File: src/hw/rtl/mt_pkg.sv
// shared constants, types and command codes of the mersenne twister generator
package mt_pkg;

  // state array geometry
  localparam int unsigned WORDS     = 624;
  localparam int unsigned SHIFT_POS = 397;
  localparam int unsigned ADDR_W    = 10;

  // key store geometry
  localparam int unsigned KEY_DEPTH = 16;
  localparam int unsigned KEY_IDX_W = (KEY_DEPTH > 1) ? $clog2(KEY_DEPTH) : 1;
  localparam int unsigned KEY_CNT_W = $clog2(KEY_DEPTH + 1);

  // payload and register widths
  localparam int unsigned MODE_W      = 2;
  localparam int unsigned KEY_INDEX_W = 4;
  localparam int unsigned KEY_LEN_W   = 5;
  localparam int unsigned CFG_IDX_W   = 1;
  localparam int unsigned CFG_DATA_W  = 32;

  typedef logic [31:0] mt_word_t;

  // algorithm constants
  localparam mt_word_t MAT_A        = 32'h9908b0df;
  localparam mt_word_t HI_MASK      = 32'h80000000;
  localparam mt_word_t LO_MASK      = 32'h7fffffff;
  localparam mt_word_t SEED_MULT    = 32'd1812433253;
  localparam mt_word_t ARR_MULT_A   = 32'd1664525;
  localparam mt_word_t ARR_MULT_B   = 32'd1566083941;
  localparam mt_word_t ARRAY_SEED   = 32'd19650218;
  localparam mt_word_t DEFAULT_SEED = 32'd5489;
  localparam mt_word_t TEMPER_B     = 32'h9d2c5680;
  localparam mt_word_t TEMPER_C     = 32'hefc60000;

  localparam logic [ADDR_W-1:0] LAST_ADDR = ADDR_W'(WORDS - 1);
  localparam logic [ADDR_W-1:0] WORDS_A   = ADDR_W'(WORDS);

  // input modes
  localparam logic [MODE_W-1:0] MODE_DRAW  = 2'd0;
  localparam logic [MODE_W-1:0] MODE_SEED  = 2'd1;
  localparam logic [MODE_W-1:0] MODE_KEY   = 2'd2;
  localparam logic [MODE_W-1:0] MODE_ARRAY = 2'd3;

  // configuration register indexes
  localparam logic [CFG_IDX_W-1:0] CFG_SEED    = 1'd0;
  localparam logic [CFG_IDX_W-1:0] CFG_KEY_LEN = 1'd1;

  localparam mt_word_t              SEED_RESET    = 32'd5489;
  localparam logic [KEY_LEN_W-1:0]  KEY_LEN_RESET = 5'd1;

  // datapath operations
  typedef enum logic [4:0] {
    OP_NONE,
    OP_KEY_WR,
    OP_DR_ACC,
    OP_SEED_INIT,
    OP_SEED_MUL,
    OP_SEED_WR,
    OP_ARR_INIT,
    OP_ARR_RD,
    OP_ARR_WR,
    OP_ARR_WRAP,
    OP_ARR_B_INIT,
    OP_ARR_FINAL,
    OP_TW_PRIME,
    OP_TW_RD,
    OP_TW_WR,
    OP_DR_RD,
    OP_DR_OUT
  } mt_op_e;

  // source of the single-word seed
  typedef enum logic [1:0] {
    SEL_CFG,
    SEL_DEFAULT,
    SEL_ARRAY
  } mt_seed_sel_e;

  typedef struct packed {
    mt_op_e       op;
    mt_seed_sel_e seed_sel;
    logic         phase_b;
  } mt_cmd_t;

  typedef struct packed {
    logic wr_one;
    logic seeded;
    logic i_last;
    logic k_one;
    logic k_zero;
    logic out_free;
  } mt_sts_t;

endpackage

File: src/hw/rtl/mt_ctrl.sv
// controller: sequences draws, key writes, seeding passes and the twist refill
module mt_ctrl (
  input  logic                       clk_i,
  input  logic                       rst_ni,
  input  logic                       in_valid_i,
  input  logic [mt_pkg::MODE_W-1:0] in_mode_i,
  output logic                       in_ready_o,
  output mt_pkg::mt_cmd_t            cmd_o,
  input  mt_pkg::mt_sts_t            sts_i
);
  import mt_pkg::*;

  localparam logic [3:0] S_IDLE     = 4'd0;
  localparam logic [3:0] S_SW_INIT  = 4'd1;
  localparam logic [3:0] S_SW_MUL   = 4'd2;
  localparam logic [3:0] S_SW_WR    = 4'd3;
  localparam logic [3:0] S_AR_INIT  = 4'd4;
  localparam logic [3:0] S_AR_RD    = 4'd5;
  localparam logic [3:0] S_AR_WR    = 4'd6;
  localparam logic [3:0] S_AR_WRAP  = 4'd7;
  localparam logic [3:0] S_AR_BINIT = 4'd8;
  localparam logic [3:0] S_AR_FINAL = 4'd9;
  localparam logic [3:0] S_TW_PRIME = 4'd10;
  localparam logic [3:0] S_TW_RD    = 4'd11;
  localparam logic [3:0] S_TW_WR    = 4'd12;
  localparam logic [3:0] S_DR_RD    = 4'd13;
  localparam logic [3:0] S_DR_OUT   = 4'd14;

  // what follows the single-word seeding pass
  localparam logic [1:0] JOB_DRAW  = 2'd0;
  localparam logic [1:0] JOB_SEED  = 2'd1;
  localparam logic [1:0] JOB_ARRAY = 2'd2;

  logic [3:0]   state_q, state_d;
  logic [1:0]   job_q, job_d;
  mt_seed_sel_e sel_q, sel_d;
  logic         phase_q, phase_d;
  logic         in_xfer;

  assign in_ready_o = (state_q == S_IDLE);
  assign in_xfer    = in_valid_i && in_ready_o;

  // next state and command
  always_comb begin
    state_d        = state_q;
    job_d          = job_q;
    sel_d          = sel_q;
    phase_d        = phase_q;
    cmd_o.op       = OP_NONE;
    cmd_o.seed_sel = sel_q;
    cmd_o.phase_b  = phase_q;
    unique case (state_q)
      S_IDLE: begin
        if (in_xfer) begin
          unique case (in_mode_i)
            MODE_DRAW: begin
              cmd_o.op = OP_DR_ACC;
              if (!sts_i.wr_one) begin
                state_d = S_DR_RD;
              end else if (sts_i.seeded) begin
                state_d = S_TW_PRIME;
              end else begin
                job_d   = JOB_DRAW;
                sel_d   = SEL_DEFAULT;
                state_d = S_SW_INIT;
              end
            end
            MODE_SEED: begin
              job_d   = JOB_SEED;
              sel_d   = SEL_CFG;
              state_d = S_SW_INIT;
            end
            MODE_KEY: begin
              cmd_o.op = OP_KEY_WR;
            end
            MODE_ARRAY: begin
              job_d   = JOB_ARRAY;
              sel_d   = SEL_ARRAY;
              state_d = S_SW_INIT;
            end
            default: begin
            end
          endcase
        end
      end
      // single-word seeding
      S_SW_INIT: begin
        cmd_o.op = OP_SEED_INIT;
        state_d  = S_SW_MUL;
      end
      S_SW_MUL: begin
        cmd_o.op = OP_SEED_MUL;
        state_d  = S_SW_WR;
      end
      S_SW_WR: begin
        cmd_o.op = OP_SEED_WR;
        if (!sts_i.i_last) begin
          state_d = S_SW_MUL;
        end else if (job_q == JOB_ARRAY) begin
          state_d = S_AR_INIT;
        end else if (job_q == JOB_DRAW) begin
          state_d = S_TW_PRIME;
        end else begin
          state_d = S_IDLE;
        end
      end
      // array seeding, key pass then mixing pass
      S_AR_INIT: begin
        cmd_o.op = OP_ARR_INIT;
        phase_d  = 1'b0;
        state_d  = S_AR_RD;
      end
      S_AR_RD: begin
        cmd_o.op = OP_ARR_RD;
        state_d  = S_AR_WR;
      end
      S_AR_WR: begin
        cmd_o.op = OP_ARR_WR;
        if (sts_i.i_last) begin
          state_d = S_AR_WRAP;
        end else if (sts_i.k_one) begin
          state_d = phase_q ? S_AR_FINAL : S_AR_BINIT;
        end else begin
          state_d = S_AR_RD;
        end
      end
      S_AR_WRAP: begin
        cmd_o.op = OP_ARR_WRAP;
        if (sts_i.k_zero) begin
          state_d = phase_q ? S_AR_FINAL : S_AR_BINIT;
        end else begin
          state_d = S_AR_RD;
        end
      end
      S_AR_BINIT: begin
        cmd_o.op = OP_ARR_B_INIT;
        phase_d  = 1'b1;
        state_d  = S_AR_RD;
      end
      S_AR_FINAL: begin
        cmd_o.op = OP_ARR_FINAL;
        state_d  = S_IDLE;
      end
      // twist refill
      S_TW_PRIME: begin
        cmd_o.op = OP_TW_PRIME;
        state_d  = S_TW_RD;
      end
      S_TW_RD: begin
        cmd_o.op = OP_TW_RD;
        state_d  = S_TW_WR;
      end
      S_TW_WR: begin
        cmd_o.op = OP_TW_WR;
        state_d  = sts_i.i_last ? S_DR_RD : S_TW_RD;
      end
      // draw
      S_DR_RD: begin
        cmd_o.op = OP_DR_RD;
        state_d  = S_DR_OUT;
      end
      S_DR_OUT: begin
        if (sts_i.out_free) begin
          cmd_o.op = OP_DR_OUT;
          state_d  = S_IDLE;
        end
      end
      default: begin
        state_d = S_IDLE;
      end
    endcase
  end

  always_ff @(posedge clk_i or negedge rst_ni) begin
    if (!rst_ni) begin
      state_q <= S_IDLE;
      job_q   <= JOB_DRAW;
      sel_q   <= SEL_CFG;
      phase_q <= 1'b0;
    end else begin
      state_q <= state_d;
      job_q   <= job_d;
      sel_q   <= sel_d;
      phase_q <= phase_d;
    end
  end

endmodule
File: config.mk
export PLATFORM = sky130hd
export DESIGN_NAME = mt_ctrl
export DESIGN_NICKNAME = d
export VERILOG_FILES = /design/src/hw/rtl/mt_pkg.sv /design/src/hw/rtl/mt_ctrl.sv
export SDC_FILE = /design/constraint.sdc
export NUM_CORES = 1
export LEC_CHECK = 0
export ABC_AREA = 1
export BUFFER_PORTS_ARGS = -buffer_cell sky130_fd_sc_hd__buf_2
export CAP_MARGIN = 10
export CORE_AREA = 2 2 43 45
export CTS_BUF_LIST = sky130_fd_sc_hd__clkbuf_4 sky130_fd_sc_hd__clkbuf_8
export CTS_CLUSTER_SIZE = 10
export DETAILED_ROUTE_END_ITERATION = 7
export DIE_AREA = 0 0 45 47
export PLACE_DENSITY = 0.7
export SETUP_SLACK_MARGIN = 0.05
export SLEW_MARGIN = 20
export SYNTH_ARGS = -nofsm -noshare
export SYNTH_HDL_FRONTEND = slang
export SYNTH_SLANG_ARGS = --single-unit
File: constraint.sdc
create_clock -name clk_i -period 1.35 [get_ports clk_i]
set_clock_uncertainty 0.1 [all_clocks]
set_input_delay 0.135 -clock clk_i [delete_from_list [all_inputs] [get_ports clk_i]]
set_output_delay 0.135 -clock clk_i [all_outputs]
set_load 0.02 [all_outputs]
Word level (Yosys, flattened, before mapping)
Index checks and enable logic that the tools add are counted.
{"block": "op_classes", "reduce_logical": 10, "n_addsub": 0, "n_shift": 0, "order_cmp": 0, "n_bitwise": 0, "n_mux": 25, "div": 0, "multipliers": 0, "n_eq_ne": 23}
{"op": "case mux 5 bit (15 select lines)", "n": 1}
{"op": "case mux 4 bit (13 select lines)", "n": 1}
{"op": "2-to-1 mux 4 bit", "n": 10}
{"op": "== test 4 bit, second input constant", "n": 7}
{"op": "== test 4 x 3 -> 1 bit, second input constant", "n": 4}
{"op": "case mux 2 bit (3 select lines)", "n": 2}
{"op": "2-to-1 mux 2 bit", "n": 5}
{"op": "== test 4 x 2 -> 1 bit, second input constant", "n": 2}
{"op": "case mux 4 bit (2 select lines)", "n": 1}
{"op": "== test 2 bit, second input constant", "n": 3}
{"op": "inequality test 2 bit, second input constant", "n": 3}
{"op": "2-to-1 mux 5 bit", "n": 1}
{"op": "AND reduction 5 bit", "n": 1}
{"op": "== test 4 x 1 -> 1 bit, second input constant", "n": 1}
{"op": "logical NOT 2 bit", "n": 2}
{"op": "logical NOT 4 bit", "n": 1}
{"op": "case mux 2 bit (2 select lines)", "n": 1}
{"op": "OR reduction 2 bit", "n": 2}
{"op": "2-to-1 mux 3 bit", "n": 1}
{"op": "inequality test 3 x 2 -> 1 bit, second input constant", "n": 1}
{"op": "AND reduction 3 bit", "n": 1}
{"op": "nonzero test 3 bit", "n": 1}
{"op": "== test 2 x 1 -> 1 bit, second input constant", "n": 1}
{"op": "inequality test 2 x 1 -> 1 bit, second input constant", "n": 1}
{"op": "other kinds (4)", "n": 4}
{"block": "totals", "mem_bits_ro": 0, "inputBits": 11, "memories": 0, "wordCells": 62, "ramBits": 0, "latch_bits": 0, "output_inout_bits": 9, "reg_bits": 9}

Depth between registers and ports, before layout
Gate-level depths: netlist (run 1).
{"block": "depth", "word_depth": 5, "depth_mapped": 10, "depth_no_buf": 9}

Least setup slack after synthesis (run 1)
No wires, ideal clock.
{"block": "synth_timing", "kind": "register to output", "start": "register state_q[1]", "end": "output port cmd_o[3] (netlist name)", "slack_ns": -0.268, "required_ns": 1.115, "arrival_time_ns": 1.383, "path_buffers": 1, "stages_incl_launch_ff": 7, "path_cell_list": "dfrtp_1 -> buf_6 -> nor2_2 -> nand2_1 -> inv_2 -> nand4_1 -> a22oi_1"}
{"element": "start, declared", "line": "mt_ctrl.sv:34", "source": "logic [3:0] state_q, state_d;"}
{"element": "start signal, assigned", "line": "mt_ctrl.sv:181", "source": "state_q <= state_d;"}
{"element": "end, declared", "line": "mt_ctrl.sv:8", "source": "output mt_pkg::mt_cmd_t cmd_o,"}

==> impl_metrics.toml, run 1 <==
[status]
outcome = "complete, but fails checks"
violations = "negative setup slack"

[sta]
fin_ws_ps = -367
max_freq_mhz = 582
holdWs_ps = 42.7
worst_slew_pin_slew_ps = 645
slew_viol_final = 0
period_share_pct = 127
rsz0062_at_grt = "yes"
hold_viol = 0
max_slew_margin_pct = 56.6
min_period_ps = 1720
finalSetupViolations = 14

[drt]
drtIter0Drc = 33
vias_per_cell = 5.41
wirelength_um = 2840
drtPass1Iterations = 5
wire_per_inst_um = 14.7
ant_nets = 0
drc_errors = 0
routed-via-count = 1045

[place]
hpwl_um = 1850
post_dp_cell_area_um2 = 996
gp_congestion = 0.955
preCtsSetupSlack_ps = -123
portBuffers = 19

[grt]
antenna_found_initial = 0
grt_pass1_wl_um = 4170
overflow = 0
grt_max_degree = 9
grt_use_total_pct = 28.5
grt_pass1_vias = 950

[synth]
synth_ff_type = "dfrtp_1"
ys_warn_count = 0
synth_edf_count = 0
yosysTopAreaCell = "dfrtp_1"
synth_commonest_cells = "42 x nand2_1, 26 x nor2_1, 11 x inv_1, 11 x o21ai_0, 8 x dfrtp_1"
post-synth-top-count-cell = "nand2_1"
synthMuxAreaShare_pct = 0
synth.area.top_cells = "dfrtp_1 27%, nand2_1 22%, nor2_1 13%"
syn_avg_cell_area_um2 = 5.82
synth-xor-area-share_pct = 0
netlist-cell-type-count = 21
synth-compound-area-share_pct = 17.6
synth.top_cell.area_share_pct = 27.3
synth_seq_cells = 8
synth_nets = 137
async_flop_share_pct = 100
synth_top_family_by_area = "simple AND/OR/NAND/NOR gates"
seq_area_frac_synth_pct = 27.3
syn-cell-area_um2 = 733
synth_fa_ha_area_share_pct = 0
syn_inst = 126
synth-simple-area-share_pct = 44.4

[min_path]
hp-class = "in -> reg"
hold_depth = 3

[layout]
fill_cells = 135
multi_input_area_um2 = 601
drive_gt1_share_pct = 52.3
fin_area_um2 = 1280
area_delta_synth_final_pct = 74.7
num_antenna_cells = 0
nets = 189
regArea_um2 = 205

[run]
maxCapViolCount = 0

[critical_path]
critPathCaptureType = "primary output"
rr_worst_depth = 8
path_class = "reg -> out"
cp_data_required_time_ps = 1120
worstPathMaxFanout = 5
r2r_slack_ps = -200
worstPathArrival_ps = 1480
startpoint_type = "register"

[die]
die_area_um2 = 2120
initial_core_util_pct = 44.4
core-area_um2 = 1650
rows = 15
die_x_um = 45
pin_count = 20
die_h_um = 47

[power]
p_total_uw = 3130
ir_drop_mv = 1.27
p_per_area_nw_per_um2 = 2440
leakagePower_uw = 0.000687

[clock_network]
cts_tree = "built"
cts_buffers = 3
clock_path_buffers = 2
cts_max_level = 1
cts.clk_slew.worst_paths_ps = 60
insertion_delay_ps = 270
root_buffer = "clkbuf_4"
cts_sinks = 8
power breakdown:
group	internal (µW)	total, µW	switching, µW
logic	1110	2360	1250
clock network	103	201	98.3
registers	365	568	203
total	1580	3130	1550
metal layers:
layer	global-route usage, %	share of wire [%]
met3	5.00	4.4
met4	11.8	3.7
met5	0	0
met2	54.3	52
met1	30.9	40
final timing paths:
check / end / start
max: cmd_o[4] / state_q[1]
min: job_q[1] / in_mode_i[1]
max reg2reg: sel_q[0] / state_q[1]
min reg2reg: sel_q[0] / sel_q[0]
max in group asynchronous: state_q[2] / rst_ni
min in group asynchronous: state_q[3] / rst_ni
per-stage QoR:
stage	TNS (ps)	std cells	util [%]
global route	-3410	193	77.6
global placement	-450	179	60.3
detailed placement	-631	179	60.3
floorplan	-67.7	126	-
finish	-2720	193	77.6
CTS	-1490	190	71.0
state kept, by name, summed over array words and instances (netlist names):
| register | flops |
|---|---|
| sel_q | 1 |
| phase_q | 1 |
| job_q | 2 |
| state_q | 4 |
worst max-delay path, cell delays in order (launching register included):
cell      delay, ps
dfrtp_2         460
nor2_4          200
nand2_4          80
inv_4            60
nand4_1         120
o211ai_1        110
buf_4           170
cells in the final DEF (no fill, tap or decap), drive strengths merged:
cell,netlist,routed
nand3,7,7
o22ai,1,1
a21oi,1,1
dfrtp,8,8
buf,3,49
o21ai,12,12
a32o,1,1
nor2,28,28
o211ai,1,1
a22oi,1,1
nand2,42,42
inv,14,14
a31oi,1,1
a21boi,2,2
nand4,2,2
clkbuf,0,3
dlygate4sd3,0,1
nor3,2,2
kinds of logic (layout without fill, tap and decap cells):
logic type | after synthesis | after routing
AND/OR/NAND/NOR | 81 | 81
AO/OA/AOI/OAI | 20 | 20
buffers and inverters | 17 | 67
flip-flops | 8 | 8
what timing repair did:
item,CTS,global route
hold buffers,1,0
pin swaps,10,10
hold endpoints to repair,8,0
gates resized for setup,35,28
setup endpoints to repair,13,14
buffers inserted,7,6
area by class of cell:
cell class / instances / share of cell area (%)
clock buffer: 3 / 1.76
inverter: 14 / 4.49
multi-input combinational: 101 / 46.9
sequential: 8 / 16.0
tap: 17 / 1.66
timing repair buffer: 50 / 29.2
Power figures use the tool's default switching activity.
==> run 2: changes to the inputs <==
--- a/config.mk
+++ b/config.mk
@@ -5,14 +5,13 @@
 export SDC_FILE = /design/constraint.sdc
 export NUM_CORES = 1
 export LEC_CHECK = 0
-export ABC_AREA = 1
 export BUFFER_PORTS_ARGS = -buffer_cell sky130_fd_sc_hd__buf_2
 export CAP_MARGIN = 10
-export CORE_AREA = 2 2 43 45
+export CORE_AREA = 2 2 44 46
 export CTS_BUF_LIST = sky130_fd_sc_hd__clkbuf_4 sky130_fd_sc_hd__clkbuf_8
 export CTS_CLUSTER_SIZE = 10
 export DETAILED_ROUTE_END_ITERATION = 7
-export DIE_AREA = 0 0 45 47
+export DIE_AREA = 0 0 46 48
 export PLACE_DENSITY = 0.7
 export SETUP_SLACK_MARGIN = 0.05
 export SLEW_MARGIN = 20
==> run 2 against run 1 <==
Compared with the run above:
- the run ends with design-rule violations, negative setup slack left
- combinational power up 22%
- wire length up 36%
- hold slack better by 3.8 ps
- die area up 4.4%
- via count up 8.2%
- register-to-register slack worse by 95 ps
- first-iteration DRC count rose to 3.0 times the previous value
- fmax up 4.4%
- sequential share of layout area down 1.6 points
- global-route usage up 3.0 points
- area after synthesis up 5.6%
- total power up 16%
- critical path type unchanged
==> impl_metrics.toml, run 2 <==
[status]
outcome = "complete, but fails checks"
violations = "design-rule violations, negative setup slack"

[critical_path]
cp_data_required_time_ps = 1120
path_class = "reg -> out"
startpoint_type = "register"
rr_worst_depth = 6
rr_startpoint = "state_q[2]"
worstPathArrival_ps = 1410
cp_cell_sequence = "nor4_4 > buf_4 > buf_6"
worstPathMaxFanout = 7
crit_start = "state_q[2]"
slowest_delay_ps = 490
critPathCaptureType = "primary output"
crit_slowest_cell = "dfrtp_2"

[die]
initial_core_util_pct = 45.9
die_area_um2 = 2210
die_x_um = 46
rows = 15
pin_count = 20
core-area_um2 = 1690
die_h_um = 48

[layout]
fill_cells = 91
drive_gt1_share_pct = 60.3
final_common_cell = "buf_4"
largest_reg_flops = 4
area_delta_synth_final_pct = 83.2
nets = 164
regArea_um2 = 204
fin_area_um2 = 1420
final_cell_mix = "26 x buf_4, 15 x buf_6, 13 x buf_2, 8 x nand2_1"
reg.largest.list = "state_q x4, job_q x2"
multi_input_area_um2 = 681
largest-register = "state_q"
num_antenna_cells = 0

[clock_network]
insertion_delay_ps = 270
cts_tree = "built"
cts_max_level = 1
cts_buffers = 3
cts.clk_slew.worst_paths_ps = 70
clock_path_buffers = 2
root_buffer = "clkbuf_4"
cts_sinks = 8

[synth]
syn_avg_cell_area_um2 = 7.59
ys_warn_count = 0
netlist-cell-type-count = 37
syn-cell-area_um2 = 774
synth.top_cell.area_share_pct = 25.8
yosysTopAreaCell = "dfrtp_1"
synth_ff_type = "dfrtp_1"
synth.area.top_cells = "dfrtp_1 26%, o21ai_0 6.5%, nand2b_1 4.8%"
synth_nets = 113
synth_seq_cells = 8
seq_area_frac_synth_pct = 25.8
post-synth-top-count-cell = "o21ai_0"
async_flop_share_pct = 100
syn_inst = 102
synth_edf_count = 0
synth_commonest_cells = "10 x o21ai_0, 9 x nand2_1, 9 x nor2_1"

[sta]
max_slew_margin_pct = 77.3
fin_ws_ps = -295
min_period_ps = 1650
slew_viol_final = 0
rsz0062_at_grt = "yes"
hold_viol = 0
worst_slew_pin_slew_ps = 340
finalSetupViolations = 14
period_share_pct = 122
max_freq_mhz = 608

[grt]
grt_pass1_vias = 987
antenna_found_initial = 0
grt_pass1_wl_um = 4760
grt_max_degree = 9
overflow = 0
grt_use_total_pct = 31.5

[min_path]
hold_depth = 2
min_from = "in_mode_i[1]"
hp-class = "in -> reg"

[power]
p_per_area_nw_per_um2 = 2560
ir_drop_mv = 2.05
p_total_uw = 3630
leakagePower_uw = 0.000612

[drt]
routed-via-count = 1131
ant_nets = 0
wire_per_inst_um = 22.9
drtPass1Iterations = 8
vias_per_cell = 6.73
drc_errors = 1
wirelength_um = 3850
drtIter0Drc = 98

[place]
hpwl_um = 1650
gp_congestion = 0.977
post_dp_cell_area_um2 = 1020
portBuffers = 19

[run]
maxCapViolCount = 0
-- run 2: cell families after synthesis --
kind of cell	count (synthesis)	share of synthesized area, %
AO/OA/AOI/OAI	38	33.0
XOR/XNOR	2	2.26
buffers and inverters	17	12.1
flip-flops	8	25.8
AND/OR/NAND/NOR	37	26.8
-- run 2: repair_timing --
action | 4_1_cts | 5_1_grt
hold buffers | 1 | 0
setup endpoints to repair | 13 | 14
endpoints found under the hold margin | 8 | 0
buffers inserted | 15 | 2
pin swaps | 13 | 9
resized for setup | 45 | 22
-- run 2: area by class of cell --
cell class                      instances  area share [%]
Inverter                                7            2.20
Timing Repair Buffer                   56            32.4
Clock buffer                            3            1.59
Sequential cell                         8            14.4
Tap cell                               17            1.50
Multi-Input combinational cell         77            48.0
-- run 2: layer usage --
layer	up-vias	GRT usage, %	part of all wire [%]
met2	98	46.7	46
met1	533	40.0	37
met5	-	0	0
met3	27	6.42	10
met4	0	24.0	6.1
li1	473	-	-
-- run 2: power breakdown --
part / internal [µW] / switching (µW) / leakage, µW
sequential: 348 / 195 / 0.0000880
combinational: 1440 / 1430 / 0.000510
clock: 103 / 108 / 0.0000138
-- run 2: worst paths after layout --
| path | endpoint | slack, ps |
|---|---|---|
| max | in_ready_o | -300 |
| min | job_q[0] | 50 |
| max reg2reg | job_q[0] | -300 |
| min reg2reg | sel_q[0] | 420 |
| max in group asynchronous | state_q[3] | 800 |
| min in group asynchronous | state_q[0] | 140 |
-- run 2: metrics by stage --
step | setup slack [ps] | hold slack, ps | instances | setup TNS, ps | util, %
final | -295 | 46.5 | 168 | -3100 | 84.0
after global routing | -346 | 44.8 | 168 | -3760 | 84.0
after CTS | -232 | 21.8 | 168 | -2170 | 78.3
after detailed placement | -199 | -102 | 149 | -826 | 60.4
after global placement | -198 | -107 | 149 | -644 | 60.4
after floorplan | -257 | -261 | 102 | -1400 | -
-- run 2: worst max-delay path: cells and delay by family (launching register included) --
kind	cells	cell delay, ps
buffers and inverters	2	320
flip-flops	1	490
AND/OR/NAND/NOR	1	320
